<file path="src/rtl/ptpc_pkg.sv">
// Shared types and constants for the planar tile pixel codec.
// No dependencies.
package ptpc_pkg;

   localparam logic [2:0] FUNC_WR_ROM  = 3'd0;
   localparam logic [2:0] FUNC_RD_ROM  = 3'd1;
   localparam logic [2:0] FUNC_WR_LAY  = 3'd2;
   localparam logic [2:0] FUNC_DECODE  = 3'd3;
   localparam logic [2:0] FUNC_ENCODE  = 3'd4;

   localparam logic [1:0] TSEL_X = 2'd0;
   localparam logic [1:0] TSEL_Y = 2'd1;
   localparam logic [1:0] TSEL_P = 2'd2;

   localparam logic [2:0] CSR_START  = 3'd0;
   localparam logic [2:0] CSR_CHARINC = 3'd1;
   localparam logic [2:0] CSR_PLANES = 3'd2;
   localparam logic [2:0] CSR_WIDTH  = 3'd3;
   localparam logic [2:0] CSR_HEIGHT = 3'd4;
   localparam logic [2:0] CSR_ORIENT = 3'd5;
   localparam logic [2:0] CSR_CBASE  = 3'd6;

   localparam logic [2:0] ORI_FLIPX = 3'd1;
   localparam logic [2:0] ORI_FLIPY = 3'd2;
   localparam logic [2:0] ORI_ROT180 = 3'd3;
   localparam logic [2:0] ORI_ROT90 = 3'd4;
   localparam logic [2:0] ORI_ROT270 = 3'd5;

   localparam logic [7:0] MSB_MASK = 8'h80;

   // classified operation handed from front to back
   typedef enum logic [2:0] {
      OP_NONE = 3'd0,
      OP_WR   = 3'd1,
      OP_RD   = 3'd2,
      OP_DEC  = 3'd3,
      OP_ENC  = 3'd4,
      OP_POFF = 3'd5
   } op_type;

endpackage

</file>
<file path="src/rtl/ptpc_front.sv">
// Front end: accepts items, updates layout tables, computes base bit
// address and destination coordinates. Uses ptpc_pkg.
module ptpc_front #(
   parameter int MAX_DIM    = 32,
   parameter int MAX_PLANES = 8,
   parameter int BA_W       = 19
) (
   input  logic                clock,
   input  logic                reset,
   input  logic                req_valid,
   output logic                req_stall,
   input  logic [2:0]          req_func,
   input  logic [15:0]         req_address,
   input  logic [1:0]          req_table_select,
   input  logic [18:0]         req_data,
   input  logic [11:0]         req_sprite_index,
   input  logic [4:0]          req_src_x,
   input  logic [4:0]          req_src_y,
   input  logic [7:0]          req_pixel_value,
   input  logic [15:0]         start_address,
   input  logic [18:0]         char_increment,
   input  logic [5:0]          sprite_width,
   input  logic [5:0]          sprite_height,
   input  logic [2:0]          orientation,
   input  logic [7:0]          color_base,
   // queue write side
   input  logic                q_full,
   output logic                q_push,
   output ptpc_pkg::op_type    q_op,
   output logic [BA_W-1:0]     q_base,
   output logic [18:0]         q_ldat,
   output logic [15:0]         q_addr,
   output logic [7:0]          q_val,
   output logic [4:0]          q_dx,
   output logic [4:0]          q_dy
);
   localparam int XW = (MAX_DIM > 1) ? $clog2(MAX_DIM) : 1;

   logic [18:0] xoff_ff [MAX_DIM];
   logic [18:0] yoff_ff [MAX_DIM];

   // stage 1 registers (multiply product)
   logic                 s1_vld_ff, s1_vld_in;
   ptpc_pkg::op_type     s1_op_ff;
   logic [BA_W-1:0]      s1_prod_ff;
   logic [18:0]          s1_xo_ff, s1_yo_ff;
   logic [18:0]          s1_ldat_ff;
   logic [15:0]          s1_addr_ff;
   logic [7:0]           s1_val_ff;
   logic [4:0]           s1_dx_ff, s1_dy_ff;

   logic accept;
   assign req_stall = s1_vld_ff && q_full;
   assign accept = req_valid && !req_stall;

   ptpc_pkg::op_type op_c;
   always_comb begin
      unique case (req_func)
         ptpc_pkg::FUNC_WR_ROM: op_c = ptpc_pkg::OP_WR;
         ptpc_pkg::FUNC_RD_ROM: op_c = ptpc_pkg::OP_RD;
         // plane offsets live in the back end; send them down in order
         ptpc_pkg::FUNC_WR_LAY:
            op_c = (req_table_select == ptpc_pkg::TSEL_P && 32'(req_address) < MAX_PLANES)
                   ? ptpc_pkg::OP_POFF : ptpc_pkg::OP_NONE;
         ptpc_pkg::FUNC_DECODE: op_c = ptpc_pkg::OP_DEC;
         ptpc_pkg::FUNC_ENCODE: op_c = ptpc_pkg::OP_ENC;
         default:               op_c = ptpc_pkg::OP_NONE;
      endcase
   end

   logic [5:0] rx, ry, dx_c, dy_c;
   always_comb begin
      rx = sprite_width - 6'd1 - {1'b0, req_src_x};
      ry = sprite_height - 6'd1 - {1'b0, req_src_y};
      unique case (orientation)
         ptpc_pkg::ORI_FLIPX:  begin dx_c = rx; dy_c = {1'b0, req_src_y}; end
         ptpc_pkg::ORI_FLIPY:  begin dx_c = {1'b0, req_src_x}; dy_c = ry; end
         ptpc_pkg::ORI_ROT180: begin dx_c = rx; dy_c = ry; end
         ptpc_pkg::ORI_ROT90:  begin dx_c = ry; dy_c = {1'b0, req_src_x}; end
         ptpc_pkg::ORI_ROT270: begin dx_c = {1'b0, req_src_y}; dy_c = rx; end
         default:              begin dx_c = {1'b0, req_src_x}; dy_c = {1'b0, req_src_y}; end
      endcase
   end

   logic [30:0] prod_c;
   assign prod_c = req_sprite_index * char_increment;

   logic is_code;
   assign is_code = (op_c == ptpc_pkg::OP_DEC) || (op_c == ptpc_pkg::OP_ENC);

   always_comb begin
      s1_vld_in = s1_vld_ff;
      if (s1_vld_ff && !q_full) s1_vld_in = 1'b0;
      if (accept) s1_vld_in = 1'b1;
   end

   always_ff @(posedge clock) begin
      if (reset) begin
         s1_vld_ff <= 1'b0;
      end else begin
         s1_vld_ff <= s1_vld_in;
      end
   end

   always_ff @(posedge clock) begin
      if (accept) begin
         s1_op_ff   <= op_c;
         s1_prod_ff <= BA_W'(prod_c);
         s1_xo_ff   <= xoff_ff[XW'(req_src_x)];
         s1_yo_ff   <= yoff_ff[XW'(req_src_y)];
         s1_ldat_ff <= req_data;
         s1_addr_ff <= req_address;
         s1_val_ff  <= (op_c == ptpc_pkg::OP_ENC) ? (req_pixel_value - color_base)
                                                  : req_data[7:0];
         s1_dx_ff   <= is_code ? dx_c[4:0] : 5'd0;
         s1_dy_ff   <= is_code ? dy_c[4:0] : 5'd0;
         if (req_func == ptpc_pkg::FUNC_WR_LAY) begin
            if (req_table_select == ptpc_pkg::TSEL_X && 32'(req_address) < MAX_DIM)
               xoff_ff[req_address[XW-1:0]] <= req_data;
            if (req_table_select == ptpc_pkg::TSEL_Y && 32'(req_address) < MAX_DIM)
               yoff_ff[req_address[XW-1:0]] <= req_data;
         end
      end
   end

   assign q_push = s1_vld_ff && !q_full;
   assign q_op   = s1_op_ff;
   assign q_base = BA_W'({start_address, 3'b000}) + s1_prod_ff
                   + BA_W'(s1_xo_ff) + BA_W'(s1_yo_ff);
   assign q_ldat = s1_ldat_ff;
   assign q_addr = s1_addr_ff;
   assign q_val  = s1_val_ff;
   assign q_dx   = s1_dx_ff;
   assign q_dy   = s1_dy_ff;
endmodule

</file>
<file path="config.mk">
export PLATFORM = sky130hd
export DESIGN_NAME = ptpc_front
export DESIGN_NICKNAME = d
export VERILOG_FILES = /design/src/rtl/ptpc_pkg.sv /design/src/rtl/ptpc_front.sv
export SDC_FILE = /design/constraint.sdc
export NUM_CORES = 2
export LEC_CHECK = 0
export BUFFER_PORTS_ARGS = -buffer_cell sky130_fd_sc_hd__clkbuf_2
export CELL_PAD_IN_SITES_DETAIL_PLACEMENT = 0
export CELL_PAD_IN_SITES_GLOBAL_PLACEMENT = 1
export CORE_UTILIZATION = 35
export DETAILED_ROUTE_END_ITERATION = 8
export GPL_TIMING_DRIVEN = 0
export PLACE_DENSITY_LB_ADDON = 0.08
export SYNTH_ARGS = -nofsm -noshare
export SYNTH_HDL_FRONTEND = slang
export SYNTH_SLANG_ARGS = --single-unit
</file>
<file path="constraint.sdc">
create_clock -name clock -period 10 [get_ports clock]
set_clock_uncertainty 0.2 [all_clocks]
set_input_delay 1 -clock clock [delete_from_list [all_inputs] [get_ports clock]]
set_output_delay 1 -clock clock [all_outputs]
set_load 0.1 [all_outputs]
</file>
* Yosys cells after proc, flatten, opt, wreduce, memory -nomap -nowiden
Memory sizes are Yosys's and may differ from the RTL's. A register that Yosys moved wholly into a read port is not among the register bits.
Cells that the tools add are included.
W data, S select, Z words.
** Operators by class
- Add/subtract/negate cells :: 8
- Multipliers :: 1
- $lt $le $gt $ge :: 2
- Equality and inequality tests :: 13
- Mux-type cells :: 15
- Reductions and logical operators :: 14
** Operator list (number)
- $add A19 B19 Y19 :: 3
- $pmux W5 S3 :: 2
- $mul A12 B19 Y19 :: 1
- $lt A16 B4 Y1 const B :: 1
- $lt A16 B6 Y1 const B :: 1
- $eq A3 B2 Y1 const B :: 5
- $pmux W3 S5 :: 1
- $eq A3 B3 Y1 const B :: 4
- $mux W1 :: 10
- $sub A5 B1 Y5 const B :: 2
- $sub A5 B5 Y5 :: 2
- $mux W8 :: 1
- $sub A8 B8 Y8 :: 1
- $eq A3 B1 Y1 const B :: 2
- $logic_and A1 B1 Y1 :: 6
- $reduce_or A2 Y1 :: 2
- $logic_not A3 Y1 :: 1
- $mux W3 :: 1
- $eq A2 B1 Y1 const B :: 1
- $eq A2 B2 Y1 const B :: 1
- $logic_not A1 Y1 :: 2
- $logic_not A2 Y1 :: 1
- $reduce_bool A2 Y1 :: 1
- $logic_or A1 B1 Y1 :: 1
** Storage, ports and cells
- Bits in registers :: 76
- Memory bits (writable) :: 1216
- Output and inout port bits :: 77
- Memories :: 2
** Memories
- xoff_ff :: depth 32, bits a word 19, rd ports 1, clocked after Yosys merged registers in 1, wr ports 1, line ptpc_front.sv:39 : logic [18:0] xoff_ff [MAX_DIM];
- yoff_ff :: depth 32, bits a word 19, rd ports 1, clocked after Yosys merged registers in 1, wr ports 1, line ptpc_front.sv:40 : logic [18:0] yoff_ff [MAX_DIM];

* Longest topological paths before layout
- Depth after elaboration :: 6
- Mapped depth :: 20
- Gate-level depth less buffers :: 19

* Worst setup path before layout
OpenSTA, ideal clock, no wires.
- Kind :: input to register
- Start :: input q_full
- End :: memory xoff_ff[15][0], enable pin
- Arrival time :: 8675 ps
- Data required time :: 9405 ps
- Slack :: 730 ps
- Stages on the path :: 6
- Cells stage by stage :: and2_1 nor2b_1 nand4_1 nor2_1 nand3_1 nor2_1
** Between the ends
- Cells in the longest elaborated chain, start to end :: 5
** Ends and longest elaborated chain
- from (decl) :: line ptpc_front.sv:27 : input logic q_full,
- $logic_and A1 B1 Y1 :: line ptpc_front.sv:53 : assign req_stall = s1_vld_ff && q_full;
- $logic_not A1 Y1 :: line ptpc_front.sv:54 : assign accept = req_valid && !req_stall;
- $logic_and A1 B1 Y1 :: line ptpc_front.sv:54
- net accept :: line ptpc_front.sv:52 : logic accept;
- $mux W1 :: line ptpc_front.sv:106 : if (accept) begin
- $mux W1 (not written as such) :: line ptpc_front.sv:119 : xoff_ff[req_address[XW-1:0]] <= req_data;
- to (decl) :: line ptpc_front.sv:39
The timed path passes the listed nets, and every way through them passes these cells.

* Final worst setup path
- Start :: register s1_xo_ff[2], read port of xoff_ff
- End :: output q_base[18]
** Between the ends
- Cells in the longest elaborated chain, start to end :: 2
** Ends and longest elaborated chain
- from (decl) :: line ptpc_front.sv:46 : logic [18:0] s1_xo_ff, s1_yo_ff;
- $add A19 B19 Y19 (2 in a row) :: line ptpc_front.sv:129 : + BA_W'(s1_xo_ff) + BA_W'(s1_yo_ff);
- to (decl) :: line ptpc_front.sv:30 : output logic [BA_W-1:0] q_base,
No other way between the ends.

==> flow_metrics.env <==
export IMPL_cp_top_family="compound AO/OA/AOI/OAI gates"
export IMPL_reg2regPathDepth=10
export IMPL_power_frac_seq=0.385
export IMPL_holdCritPathClass="input port to flip-flop"
export IMPL_arrival_ns=5.49
export IMPL_synth_edff_count=1329
export IMPL_yosysUniqueCellTypes=50
export IMPL_maxSlewViolCount=0
export IMPL_relSlewSlack=0.0700
export IMPL_dieWidth_um=405
export IMPL_hold_violations=0
export IMPL_grt_max_degree=67
export IMPL_clkSlewWorstSetupHoldPaths_ns=0.06
export IMPL_ys_ff_latch=1330
export IMPL_path_cells="fa_1, ha_1, ha_1, fa_1, a21oi_1, o21ai_0, a211oi_1, o31ai_1, a221oi_1, xnor2_1, clkbuf_2"
export IMPL_cp_max_fo=4
export IMPL_crit_buf_inv=1
export IMPL_final_min_clock_period_ns=6.69
export IMPL_cts_tree="yes"
export IMPL_drtIter0Drc=2398
export IMPL_cts_sinks=1330
export IMPL_die_area_sq_um=164000
export IMPL_period_share=0.669
export IMPL_p_comb_frac=0.285
export IMPL_drc=0
export IMPL_post_cts_buffers=0
export IMPL_areaGrowthSynthToFinish_pct=17.7
export IMPL_layout_commonest_cell="edfxtp_1"
export IMPL_rr_startpoint="s1_vld_ff"
export IMPL_final_cell_mix="edfxtp_1, mux4_2, inv_1"
export IMPL_crit_path_end="q_base[18]"
export IMPL_grt_pass1_wl_mm=231
export IMPL_endpoint_kind="primary output"
export IMPL_ir_drop_mv=0.632
export IMPL_track_usage=0.203
export IMPL_yosysWarnings=0
export IMPL_placed_cell_area_sq_um=62100
export IMPL_stdcell_count=5491
export IMPL_multi_input_area_sq_um=16000
export IMPL_tightestPinTransition_ns=1.39
export IMPL_ios=209
export IMPL_ant_nets=0
export IMPL_dp_hpwl_mm=112
export IMPL_worst_path_max_delay_cell="a221oi_1"
export IMPL_wl_mm=163
export IMPL_synth_main_ff_cell="edfxtp_1"
export IMPL_synthTopCellsByArea="edfxtp_1, mux4_2, fa_1"
export IMPL_die_h_um=405
export IMPL_hold_ws_ns=0.203
export IMPL_power_uw=16400
export IMPL_routedWlPerCell_um=29.6
export IMPL_dp_slack_ns=2.99
export IMPL_clkPwrFrac=0.330
export IMPL_internal_power_uw=10800
export IMPL_grt_overflow=0
export IMPL_synth_nets=3158
export IMPL_drv_cap=0
export IMPL_dp_cells=5218
export IMPL_cp_required_ns=8.80
export IMPL_regArea_sq_um=39900
export IMPL_status="completed"
export IMPL_p_sw_frac=0.342
export IMPL_drive_above_1_share=0.295
export IMPL_start_util=0.354
export IMPL_start_kind="flip-flop"
export IMPL_clockRootBuffer="clkbuf_16"
export IMPL_setup_worst_path_start="s1_xo_ff[2]"
export IMPL_cts_made_buffers=147
export IMPL_netlist_area_sq_um=56900
export IMPL_coreArea_sq_um=161000
export IMPL_ctsResizeCount=0
export IMPL_syn_mean_instance_area_sq_um=20.3
export IMPL_r2r_slack_ns=5.21
export IMPL_row_count=147
export IMPL_pwr_density_cell_nw_per_um2=245
export IMPL_fin_nets=3557
export IMPL_dr_total_vias=28246
export IMPL_synth_top_area_share=0.701
export IMPL_cts_hold_fix_buffers=0
export IMPL_vias_per_cell=5.14
export IMPL_firstDrtPassIters=5
export IMPL_fillers=14216
export IMPL_final_cell_area_sq_um=67000
export IMPL_yosysTopAreaCell="edfxtp_1"
export IMPL_cp_depth=11
export IMPL_switchingPower_uw=5620
export IMPL_ys_seq_area_frac=0.701
export IMPL_cts_path_max_buffers=3
export IMPL_antenna_found_initial=13
export IMPL_critPathKind="flip-flop to primary output"
export IMPL_place_gp_congestion=0.818
export IMPL_setup_viol=0
export IMPL_async_reset_ff_frac=0
export IMPL_fmax_ghz=0.149
export IMPL_grt_pass1_vias=30057
export IMPL_rsz0062_at_grt="false"
export IMPL_port_buffers=196
export IMPL_cts_htree_levels=4
export IMPL_power_leakage_uw=0.0223
export IMPL_clock_latency_ns=0.78
export IMPL_rr_endpoint="yoff_ff[3][3]"
export IMPL_slowest_delay_ns=0.67
export IMPL_worst_slack_ns=3.31
export IMPL_syn_inst=2810
-- how the worst min path moves through the flow --
| stage | from | to | slack (ns) | cells after the start |
|---|---|---|---|---|
| after CTS | reset | s1_vld_ff | 0.12 | 2 |
| after global placement | s1_vld_ff | s1_vld_ff | 0.41 | 3 |
| after global routing | reset | s1_vld_ff | 0.15 | 2 |
| after detailed placement | s1_vld_ff | s1_vld_ff | 0.47 | 3 |
| final | reset | s1_vld_ff | 0.20 | 2 |
| after floorplan | xoff_ff[22][0] | s1_xo_ff[0] | 0.74 | 3 |
-- metrics by stage --
stage | utilization | TNS, ns
finish | 0.416 | 0
global route | 0.416 | 0
CTS | 0.416 | 0
detailed placement | 0.386 | 0
global placement | 0.377 | -6644.47
floorplan | - | 0
-- per-layer routing --
layer | up-vias | wire, um | share of wire | track usage
met5 | - | 21 | 0.00013 | 0
met4 | 4 | 2130 | 0.013 | 0.0375
met3 | 161 | 8990 | 0.055 | 0.0406
met2 | 797 | 78700 | 0.48 | 0.329
met1 | 15343 | 72800 | 0.45 | 0.285
li1 | 11941 | - | - | -
-- sequential cells by signal, indices dropped and copies added, names as in the netlist, 5 cells and up --
register,flops
q_addr,16
q_dx,5
q_dy,5
q_ldat,19
q_val,8
s1_prod_ff,19
s1_xo_ff,19
s1_yo_ff,19
xoff_ff,608
yoff_ff,608
-- final cells by class --
type,instances,area share
flip-flops and latches,1330,0.596
multi-input cells,1165,0.239
clock buffers,178,0.0586
well taps,2160,0.0403
repair buffers,250,0.0335
clock inverters,89,0.0132
inverters,191,0.0107
plain buffers,124,0.00893
diodes,4,0.000149
-- worst reg2reg max path: stages, from the launching register on --
cell	delay [ns]
dfxtp_1	0.30
and2_1	0.18
nor2b_4	0.64
buf_12	0.31
buf_12	0.25
buf_16	0.26
nand4_1	0.12
nor2_1	0.40
nand3_1	0.66
nor2_2	0.89
buf_8	0.26
-- cell usage after synthesis, drive strengths merged (5+ instances only) --
master	count
xnor2	49
a21o	11
a211oi	9
fa	146
inv	191
o21ai	22
buf	52
mux2	39
xor2	16
and2	49
mux4	380
nand2	149
nor3	13
a21oi	28
nor2	94
a221oi	5
nand2b	6
ha	70
nand3	10
edfxtp	1329
o21a	5
o21bai	6
o31ai	6
nor2b	12
o22ai	5
clkbuf	72
-- logic make-up after synthesis --
logic type	synth area share
xor+xnor	0.0100
compound gates	0.0121
flops	0.701
buf+inv	0.0231
mux	0.159
simple gates	0.0281
fa+ha+maj	0.0667
-- power groups by stage --
stage | clock (uW) | combinational, uW | sequential (uW)
5_1_grt | 5750 | 5060 | 6340
2_1_floorplan | 0 | 3440 | 6530
3_5_place_dp | 0 | 4720 | 6450
3_3_place_gp | 0 | 4690 | 6460
4_1_cts | 5540 | 4750 | 6330
6_report | 5420 | 4680 | 6330
Note: power is estimated with default switching activity, not from simulation.
