File: src/rtl/ptpc_queue.sv
// Two-entry queue between front and back ends.
// Carries the classified operation as a flat word; no dependencies.
module ptpc_queue #(
   parameter int DW = 32
) (
   input  logic          clock,
   input  logic          reset,
   input  logic          push,
   input  logic [DW-1:0] wdata,
   output logic          full,
   input  logic          pop,
   output logic          empty,
   output logic [DW-1:0] rdata
);
   logic [DW-1:0] mem_ff [2];
   logic          wp_ff, rp_ff;
   logic [1:0]    cnt_ff;

   assign full  = cnt_ff == 2'd2;
   assign empty = cnt_ff == 2'd0;
   assign rdata = mem_ff[rp_ff];

   always_ff @(posedge clock) begin
      if (reset) begin
         wp_ff  <= 1'b0;
         rp_ff  <= 1'b0;
         cnt_ff <= 2'd0;
      end else begin
         if (push) wp_ff <= !wp_ff;
         if (pop)  rp_ff <= !rp_ff;
         cnt_ff <= cnt_ff + 2'(push) - 2'(pop);
      end
   end

   always_ff @(posedge clock) begin
      if (push) mem_ff[wp_ff] <= wdata;
   end
endmodule

File: config.mk
export PLATFORM = sky130hd
export DESIGN_NAME = ptpc_queue
export DESIGN_NICKNAME = d
export VERILOG_FILES = /design/src/rtl/ptpc_queue.sv
export SDC_FILE = /design/constraint.sdc
export NUM_CORES = 1
export LEC_CHECK = 0
export ABC_CLOCK_PERIOD_IN_PS = 2700
export BUFFER_PORTS_ARGS = -buffer_cell sky130_fd_sc_hd__buf_2
export CAP_MARGIN = 10
export CORE_MARGIN = 2
export CORE_UTILIZATION = 52
export CTS_CLUSTER_DIAMETER = 60
export DETAILED_ROUTE_END_ITERATION = 10
export PLACE_DENSITY = 0.8
export SETUP_SLACK_MARGIN = 0.2
export SYNTH_ARGS = -nofsm -noshare
export SYNTH_HDL_FRONTEND = slang
export SYNTH_SLANG_ARGS = --single-unit
File: constraint.sdc
create_clock -name clock -period 2.7 [get_ports clock]
set_clock_uncertainty 0.05 [all_clocks]
set_input_delay 0.27 -clock clock [delete_from_list [all_inputs] [get_ports clock]]
set_output_delay 0.27 -clock clock [all_outputs]
set_load 0.02 [all_outputs]
== Word-level counts from Yosys, hierarchy flattened ==
Memory sizes are Yosys's and may differ from the RTL's. A register that Yosys moved wholly into a read port is not among the register bits.
Cells that the tools add are included.
Storage, ports and cells
  memory bits (writable): 64
  logic and storage cells: 14
  flip-flop bits (word level): 4
  bits of input ports: 36
  memories: 1
  output and inout port bits: 34
Memories
  mem_ff: words 2, bits a word 32, rd ports 1, clocked after memory_dff 1, write ports 1, RTL line 15  | logic [DW-1:0] mem_ff [2];
Operators by class
  $add $sub $neg: 2
  multiplexer cells: 4
  reductions and logical operators: 3
  eq/ne operators: 1
Operators with widths (number)
  $mux W1: 4
  $add A2 B1 Y2: 1
  $eq A2 B2 Y1 const B: 1
  $logic_not A1 Y1: 2
  $logic_not A2 Y1: 1
  $sub A2 B1 Y2: 1

== Depth between registers and ports, before layout ==
Gate-level depths: netlist of run 1.
  word-level depth: 3
  mapped depth: 6
  depth with buffers taken out: 6

== Worst setup path after synthesis of run 1 ==
Ideal clock, no wire load.
  kind: flip-flop to flip-flop
  from: register wp_ff
  to: memory mem_ff[0][0], enable pin
  buffers on the path: 0
  slack: 458 ps
  arrival time: 1768 ps
  setup time: 425 ps
  stages on the path, launching flop included: 2
  clock period less this slack: 2242 ps
  data required time: 2225 ps
  cell sequence: dfxtp_1 > nor2b_1
RTL lines
  start: declaration: RTL line 16  | logic wp_ff, rp_ff;
  start signal: assignment: RTL line 29  | if (push) wp_ff <= !wp_ff;
  end: declaration: RTL line 15
No word-level cell before the write port.

==> impl_metrics.ini, run 1 <==
[status]
status = finished clean

[cts]
cts_tree = built
cts_buffer_depth = 2
cts.clk_slew.worst_paths_ns = 0.07
postCtsSetupBuffers = 0
htreeDepth = 3
cts-resized-gates = 0
hold_buffers = 0
numCtsBuffers = 9
worstSkewPairLatency_ns = 0.32
root_buffer = clkbuf_8
cts_sinks = 69

[timing]
whs_ns = 0.0817
max_freq_ghz = 0.496
finalSetupTns_ns = 0
max-slew-margin-rel_pct = 37.5
fin_crit_sh_pct = 74.7
fin_ws_ns = 0.683
rsz0062_at_grt = false
hold_violations = 0
finalCriticalPeriod_ns = 2.02
maxSlewViolCount = 0
setup_viol = 0
tightest_slew_ns = 0.936

[pwr]
power.total_mw = 2.30
power_leakage_nw = 1.31
p_per_area_mw_per_mm2 = 712
irDropWorstVdd_uv = 420

[die]
start_util_pct = 53.2
fp-row-count = 26
die_h_um = 75.8
die_x_um = 75.8
core_area_sq_mm = 0.00504
boundaryPins = 70
dieArea_sq_mm = 0.00575

[global_route]
grt_max_degree = 33
grt_use_total_pct = 15.7
grt_overflow = 0
antenna_found_initial = 0
grt_first_pass_wirelength_um = 6190
grt_pass1_vias = 1334

[placed_design]
gp_congestion = 0.710
place_area_sq_mm = 0.00307
port_buffers = 69
dp_cells = 258
dp_slack_ns = 1.01
dpl.hpwl_um = 2920

[critical_path]
cp.required_ns = 2.38
slowest_stage = buf_4
crit_buf_inv = 2
path_cells = buf_4 > mux2_2 > buf_2
criticalPathCategory = reg -> out
crit_family = buffers and inverters
crit_path_end_kind = primary output
cpPeakStageDelay_ns = 0.47
cp-start-kind = flop
crit_path_max_fanout = 32
cp.arrival_ns = 1.70

[finish]
fin_cells = 274
area_growth_pct = 20.2
final_util_pct = 63.9
n_antenna_cell = 0
drive_gt1_share_pct = 58.3
final_area_sq_mm = 0.00322
finalNetCount = 237
final_common_cell = buf_2
mostFrequentLayoutCells = buf_2 (69), edfxtp_1 (64), mux2_4 (30), clkbuf_8 (9)
fillerInstances = 361

[synthesis]
avgSynthCellArea_sq_um = 22.2
syn_nets = 159
synth.distinct_cells = 13
syn_inst = 121
seq_area_frac_synth_pct = 75.4
syn-cell-area_sq_mm = 0.00268
ys_ff_latch = 69
yosys_warnings = 0

[drt]
drtIter0Drc = 97
drcViolationCount = 0
first_pass_iters = 4
wl_um = 4220
via_per_inst = 4.75
vias = 1301
wl_per_cell_um = 15.4
postRouteAntennaNets = 0

[run]
max-cap-violations = 0

[hold_path]
hp-class = in -> reg
## report_power, final
part	leakage (nW)	switching, mW	internal [mW]
registers	0.643	0.0240	1.25
clock network	0.0874	0.343	0.318
logic	0.580	0.194	0.169
total	1.31	0.561	1.73
## synth_stat cells
cell      instances  area (sq um)
buf_12            3          60.1
xnor3_1           1          22.5
buf_6             1          11.3
nor2b_1           3          18.8
edfxtp_1         64          1920
nor2_1            5          18.8
ha_1              2          25.0
inv_1             2          7.51
dfxtp_1           5           100
and2_1            1          6.26
mux2_4           30           450
xnor2_1           2          17.5
mux2_2            2          22.5
## routing by layer
layer	vias to the layer above	GRT usage [%]	part of all wire (%)	wire, um
met2	34	26.5	54	2290
met4	0	9.36	1.2	51
met5	-	0	0	0
met3	5	4.37	4.5	192
li1	620	-	-	-
met1	642	17.6	40	1690
## cells by family (layout without fill, tap and decap cells)
kind of cell,Yosys count,in the layout,synth area share [%]
flops,69,69,75.4
mux,32,32,17.6
simple gates,9,9,1.63
buf+inv,6,89,2.94
xor+xnor,3,3,1.49
fa+ha+maj,2,2,0.933
## state kept, by name, summed over array words and instances (netlist names), named ones only
name	count
mem_ff	64
cnt_ff	2
wp_ff	1
rp_ff	1
## layout make-up
| class | count | area (sq um) | share of cell area (%) |
|---|---|---|---|
| Clock inverter | 7 | 32.5 | 1.01 |
| Clock buffer | 9 | 124 | 3.84 |
| Tap cell | 70 | 87.6 | 2.72 |
| Inverter | 2 | 7.51 | 0.233 |
| Sequential cell | 69 | 2020 | 62.7 |
| Multi-Input combinational cell | 46 | 589 | 18.3 |
| Timing Repair Buffer | 71 | 360 | 11.2 |
## final timing paths
kind / start / to / slack, ns / cells past startpoint
setup / recovery: flop / rdata[0] / 0.68 / 3
hold / removal: wdata[20] / mem_ff[0][20] / 0.08 / 1
setup reg to reg: wp_ff / mem_ff[0][2] / 1.17 / 1
hold reg to reg: rp_ff / rp_ff / 0.48 / 2
No activity file was read; power rests on OpenSTA's default activity.
==> run 2, diff against run 1 <==
--- a/config.mk
+++ b/config.mk
@@ -5,14 +5,14 @@
 export SDC_FILE = /design/constraint.sdc
 export NUM_CORES = 1
 export LEC_CHECK = 0
-export ABC_CLOCK_PERIOD_IN_PS = 2700
+export ABC_CLOCK_PERIOD_IN_PS = 1800
 export BUFFER_PORTS_ARGS = -buffer_cell sky130_fd_sc_hd__buf_2
 export CAP_MARGIN = 10
 export CORE_MARGIN = 2
-export CORE_UTILIZATION = 52
+export CORE_UTILIZATION = 47
 export CTS_CLUSTER_DIAMETER = 60
 export DETAILED_ROUTE_END_ITERATION = 10
-export PLACE_DENSITY = 0.8
+export PLACE_DENSITY = 0.76
 export SETUP_SLACK_MARGIN = 0.2
 export SYNTH_ARGS = -nofsm -noshare
 export SYNTH_HDL_FRONTEND = slang
==> constraint.sdc (replaced) <==
create_clock -name clock -period 1.8 [get_ports clock]
set_clock_uncertainty 0.05 [all_clocks]
set_input_delay 0.18 -clock clock [delete_from_list [all_inputs] [get_ports clock]]
set_output_delay 0.18 -clock clock [all_outputs]
set_load 0.02 [all_outputs]
==> run 2 against run 1 <==
Combinational power is 76% higher. First-iteration DRC count is 49% higher. Worst setup slack worse by 0.51 ns. Die area is 10% higher. Clock-buffer cell count is 1 higher. Sequential power is 50% higher. Critical path type unchanged. Critical endpoint unchanged. Largest power group unchanged.
==> impl_metrics.ini, run 2 (same netlist as run 1, synthesis figures left out) <==
[pwr]
power_frac_clock_pct = 31.2
irDropWorstVdd_uv = 600
p_per_area_mw_per_mm2 = 1010
combinationalPowerShare_pct = 17.3
power_leakage_nw = 1.48
seq_power_share_pct = 51.5
power.total_mw = 3.71
power_switching_mw = 0.880
switching_share_pct = 23.7
p_int_mw = 2.83

[critical_path]
cpPeakStageDelay_ns = 0.40
rr_worst_depth = 6
rrSetupSlack_ns = 0.38
crit_path_end_kind = primary output
cp.required_ns = 1.57
slowest_stage = dfxtp_4
path_cells = buf_12 > mux2_2 > buf_2
crit_path_max_fanout = 10
criticalPathCategory = reg -> out
cp-endpoint = rdata[0]
cp-start-kind = flop
timing.rr.end = cnt_ff[1]
cp.arrival_ns = 1.39
worstReg2RegStart = cnt_ff[0]

[global_route]
grt_use_total_pct = 16.1
grt_overflow = 0
grt_max_degree = 33
grt_pass1_vias = 1511
grt_first_pass_wirelength_um = 7220
antenna_found_initial = 0

[timing]
max-slew-margin-rel_pct = 87.2
max_freq_ghz = 0.616
rsz0062_at_grt = true
finalSetupTns_ns = 0
hold_violations = 0
fin_crit_sh_pct = 90.2
tightest_slew_ns = 0.192
setup_viol = 0
maxSlewViolCount = 0
finalCriticalPeriod_ns = 1.62

[die]
boundaryPins = 70
die_h_um = 79.6
fp-row-count = 27
core_area_sq_mm = 0.00551
dieArea_sq_mm = 0.00633
die_x_um = 79.6
start_util_pct = 48.7

[drt]
wl_per_cell_um = 15.0
first_pass_iters = 4
drtIter0Drc = 145
vias = 1456
drcViolationCount = 0
via_per_inst = 4.68
wl_um = 4660
postRouteAntennaNets = 0

[cts]
worstSkewPairLatency_ns = 0.33
postCtsSetupBuffers = 0
root_buffer = clkbuf_8
numCtsBuffers = 9
cts_sinks = 69
cts.clk_slew.worst_paths_ns = 0.06
cts_tree = built
htreeDepth = 3
cts_buffer_depth = 2

[status]
status = finished clean

[hold_path]
worstHoldStart = pop
hp-class = in -> reg

[finish]
area_growth_pct = 36.9
largest_reg_flops = 64
n_antenna_cell = 0
largestRegisters = mem_ff (64), cnt_ff (2)
top_register = mem_ff
mostFrequentLayoutCells = buf_2 (69), edfxtp_1 (64), dlygate4sd3_1 (33), mux2_4 (30), clkbuf_8 (9)
drive_gt1_share_pct = 50.2
multi_input_area_sq_um = 589
ff_latch_area_sq_mm = 0.00203
finalNetCount = 273
fillerInstances = 379
final_common_cell = buf_2

[placed_design]
port_buffers = 69
dpl.hpwl_um = 2830
gp_congestion = 0.751

[run]
max-cap-violations = 0
## run 2: cell types whose count changed in the layout (fill, tap and decap cells not counted)
cell,previous run,this run
dfxtp_2,1,0
buf_12,0,4
dlygate4sd3_1,0,33
clkbuf_1,0,1
clkinv_2,5,0
clkinvlp_4,0,2
dfxtp_4,0,1
buf_4,2,0
bufinv_16,0,1
clkbuf_16,0,1
## run 2: critical path: cells and delay by family, from the launching register on
kind	cells	cell delay [ns]
flops	1	0.40
mux	1	0.34
buf+inv	2	0.31
## run 2: power by group through the flow
stage / Clock, mW / Sequential [mW] / Combinational, mW
2_1_floorplan: 0 / 1.93 / 0.412
5_1_grt: 1.26 / 1.92 / 0.687
3_5_place_dp: 0 / 1.94 / 0.567
3_3_place_gp: 0 / 1.93 / 0.560
4_1_cts: 1.18 / 1.91 / 0.632
6_report: 1.16 / 1.91 / 0.640
## run 2: area by class of cell
cell class,instances,area share (%)
clock buffer,10,3.47
clock inverter,5,1.43
inverter,2,0.204
multi-input combinational,46,16.0
sequential,69,55.1
tap,72,2.45
timing repair buffer,107,21.3
## run 2: what timing repair did
action / CTS / global route
gates resized for setup: 4 / 3
setup endpoints to repair: 32 / 32
gates cloned: 0 / 1
hold buffers: 33 / 0
hold endpoints to repair: 66 / 0
pin swaps: 0 / 0
## run 2: layer usage
layer | vias to the layer above | global-route usage (%) | routed length (um)
li1 | 689 | - | -
met1 | 704 | 17.5 | 1870
met2 | 49 | 28.2 | 2460
met3 | 14 | 2.71 | 176
met4 | 0 | 11.4 | 152
met5 | - | 0 | 0
## run 2: through the flow
stage                     setup slack [ns]  area [sq um]  utilization (%)  cells  hold WS, ns
final                                0.176          3670             66.7    311       0.0891
after global routing                 0.141          3670             66.7    311        0.120
after CTS                            0.150          3640             66.1    310       0.0803
after detailed placement             0.373          3110             56.5    262        0.323
after global placement               0.406          3110             56.5    262        0.318
after floorplan                      0.163          2690                -    121        0.202
## run 2: how the worst min path moves through the flow
stage / end / slack, ns / cells past startpoint
floorplan: cnt_ff[0] / 0.20 / 1
global placement: mem_ff[0][16] / 0.32 / 1
detailed placement: mem_ff[1][15] / 0.32 / 1
CTS: rp_ff / 0.08 / 3
global route: wp_ff / 0.12 / 3
finish: rp_ff / 0.09 / 3
==> run 3, diff against run 2 <==
--- a/config.mk
+++ b/config.mk
@@ -5,6 +5,7 @@
 export SDC_FILE = /design/constraint.sdc
 export NUM_CORES = 1
 export LEC_CHECK = 0
+export ABC_AREA = 1
 export ABC_CLOCK_PERIOD_IN_PS = 1800
 export BUFFER_PORTS_ARGS = -buffer_cell sky130_fd_sc_hd__buf_2
 export CAP_MARGIN = 10
@@ -12,6 +13,7 @@
 export CORE_UTILIZATION = 47
 export CTS_CLUSTER_DIAMETER = 60
 export DETAILED_ROUTE_END_ITERATION = 10
+export GPL_TIMING_DRIVEN = 0
 export PLACE_DENSITY = 0.76
 export SETUP_SLACK_MARGIN = 0.2
 export SYNTH_ARGS = -nofsm -noshare
==> run 3 against run 2 <==
Combinational power up 14%. Sequential power about the same. Total power down 2.6%. Sequential share of layout area down 3.4 points. Global-route usage down 1.6 points.
==> impl_metrics.ini, run 3 <==
[finish]
top_register = mem_ff
mostFrequentLayoutCells = edfxtp_1 (64), buf_2 (40), dlygate4sd3_1 (32), mux2_4 (30), buf_6 (29)
final_common_cell = edfxtp_1
fillerInstances = 351
ff_latch_area_sq_mm = 0.00202
largestRegisters = mem_ff (64), cnt_ff (2)
area_growth_pct = 45.4
final_util_pct = 71.1
largest_reg_flops = 64
n_antenna_cell = 0
fin_cells = 326
finalNetCount = 287
multi_input_area_sq_um = 581
drive_gt1_share_pct = 48.4

[status]
status = finished clean

[critical_path]
crit_family = buffers and inverters
rr_worst_depth = 3
cp-start-kind = flop
slowest_stage = dfxtp_2
cpPeakStageDelay_ns = 0.34
cp.required_ns = 1.57
crit_buf_inv = 3
crit_path_end_kind = primary output
path_cells = buf_12 > clkbuf_16 > mux2_4 > buf_6
rrSetupSlack_ns = 0.26
path_depth = 4
cp.arrival_ns = 1.39
crit_path_max_fanout = 8
criticalPathCategory = reg -> out

[synthesis]
async_reset_ff_share_pct = 0
synth_top_family_by_area = multiplexers
synth_adder_area_share_pct = 0.930
synth_compound_area_share_pct = 0.186
synth_ff_type = edfxtp_1
synth-edff-count = 64
synth_top_area_share_pct = 71.4
yosysMostFrequentCell = edfxtp_1
syn_nets = 169
synth_largest_area_cell = edfxtp_1
syn_inst = 131
synthMuxAreaShare_pct = 17.6
avgSynthCellArea_sq_um = 20.5
ys_top_cells_by_area = edfxtp_1 (71%), mux2_4 (17%), dfxtp_1 (3.7%)
ys_ff_latch = 69
synth_xor_area_share_pct = 0.326
synth-simple-area-share_pct = 2.05
synth.distinct_cells = 14
syn-cell-area_sq_mm = 0.00269
seq_area_frac_synth_pct = 75.2
yosys_warnings = 0
ys_top_cells_by_count = edfxtp_1 (64), mux2_4 (30), inv_1 (8), nor2_1 (8), dfxtp_1 (5)

[die]
boundaryPins = 70
start_util_pct = 48.9
die_h_um = 79.7
die_x_um = 79.7
dieArea_sq_mm = 0.00634
fp-row-count = 27
core_area_sq_mm = 0.00551

[drt]
drtIter0Drc = 50
first_pass_iters = 3
wl_um = 4720
drcViolationCount = 0
postRouteAntennaNets = 0
vias = 1523
via_per_inst = 4.67
wl_per_cell_um = 14.5

[cts]
cts_buffer_depth = 2
cts.clk_slew.worst_paths_ns = 0.07
root_buffer = clkbuf_8
htreeDepth = 3
worstSkewPairLatency_ns = 0.32
numCtsBuffers = 9
cts_sinks = 69
cts_tree = built

[timing]
whs_ns = 0.0413
max-slew-margin-rel_pct = 38.4
max_freq_ghz = 0.616
setup_viol = 0
tightest_slew_ns = 0.923
hold_violations = 0
rsz0062_at_grt = true
fin_crit_sh_pct = 90.2
maxSlewViolCount = 0
finalCriticalPeriod_ns = 1.62

[placed_design]
port_buffers = 69
dp_cells = 273
gp_congestion = 0.656
dpl.hpwl_um = 2790

[pwr]
p_per_area_mw_per_mm2 = 922
irDropWorstVdd_uv = 515
power_leakage_nw = 1.59

[global_route]
antenna_found_initial = 0
grt_use_total_pct = 14.5
grt_max_degree = 33
grt_overflow = 0
grt_first_pass_wirelength_um = 6670
grt_pass1_vias = 1477

[hold_path]
whs_path_depth = 2
hp-class = in -> reg

[run]
max-cap-violations = 0
-- run 3: final cells by class --
cell class              count  area share, %
inverters                   8          0.768
plain buffers               4           2.05
flip-flops and latches     69           51.7
clock inverters             3          0.320
well taps                  72           2.30
repair buffers            106           24.5
clock buffers              13           3.55
multi-input cells          51           14.8
-- run 3: what timing repair did --
action / CTS / global route
hold buffers: 32 / 0
buffers inserted: 0 / 1
gates cloned: 0 / 4
setup endpoints to repair: 30 / 62
gates resized for setup: 0 / 63
hold endpoints to repair: 64 / 0
pin swaps: 0 / 1
-- run 3: per-layer routing --
layer | vias to the layer above | global-route usage [%] | wire [um]
met2 | 33 | 25.3 | 2600
met4 | 0 | 9.31 | 68
met5 | - | 0 | 0
met3 | 5 | 3.73 | 154
met1 | 755 | 15.5 | 1900
li1 | 730 | - | -
-- run 3: worst paths after layout --
kind,startpoint,to
hold reg to reg,rp_ff,rp_ff
hold / removal,reset,cnt_ff[0]
setup reg to reg,wp_ff,mem_ff[1][19]
setup / recovery,flop,rdata[28]
-- run 3: stage by stage --
stage               setup TNS, ns  cell area [sq um]  setup WS, ns  power, mW
floorplan                       0               2700         0.281       2.28
CTS                             0               3630         0.140       3.51
detailed placement              0               3160         0.225       2.46
global route                    0               3910         0.120       3.75
finish                          0               3910         0.176       3.61
global placement            -2.85               3130       -0.0904       2.44
-- run 3: report_power, final --
group	internal (mW)	switching [mW]
logic	0.412	0.319
clock network	0.491	0.504
registers	1.85	0.0288
total	2.76	0.852
-- run 3: worst reg2reg max path: cells and delay by family, from the launching register on --
kind / cells / cell delay, ns
AND/OR/NAND/NOR: 1 / 0.08
flip-flops: 1 / 0.44
buffers and inverters: 2 / 0.67
-- run 3: kinds of logic (layout without fill, tap and decap cells) --
| family | count (synthesis) | after routing |
|---|---|---|
| flip-flops | 69 | 69 |
| multiplexers | 32 | 32 |
| AND/OR/NAND/NOR | 14 | 15 |
| buffers and inverters | 12 | 134 |
| adder cells (fa/ha/maj) | 2 | 2 |
| AO/OA/AOI/OAI | 1 | 1 |
| XOR/XNOR | 1 | 1 |
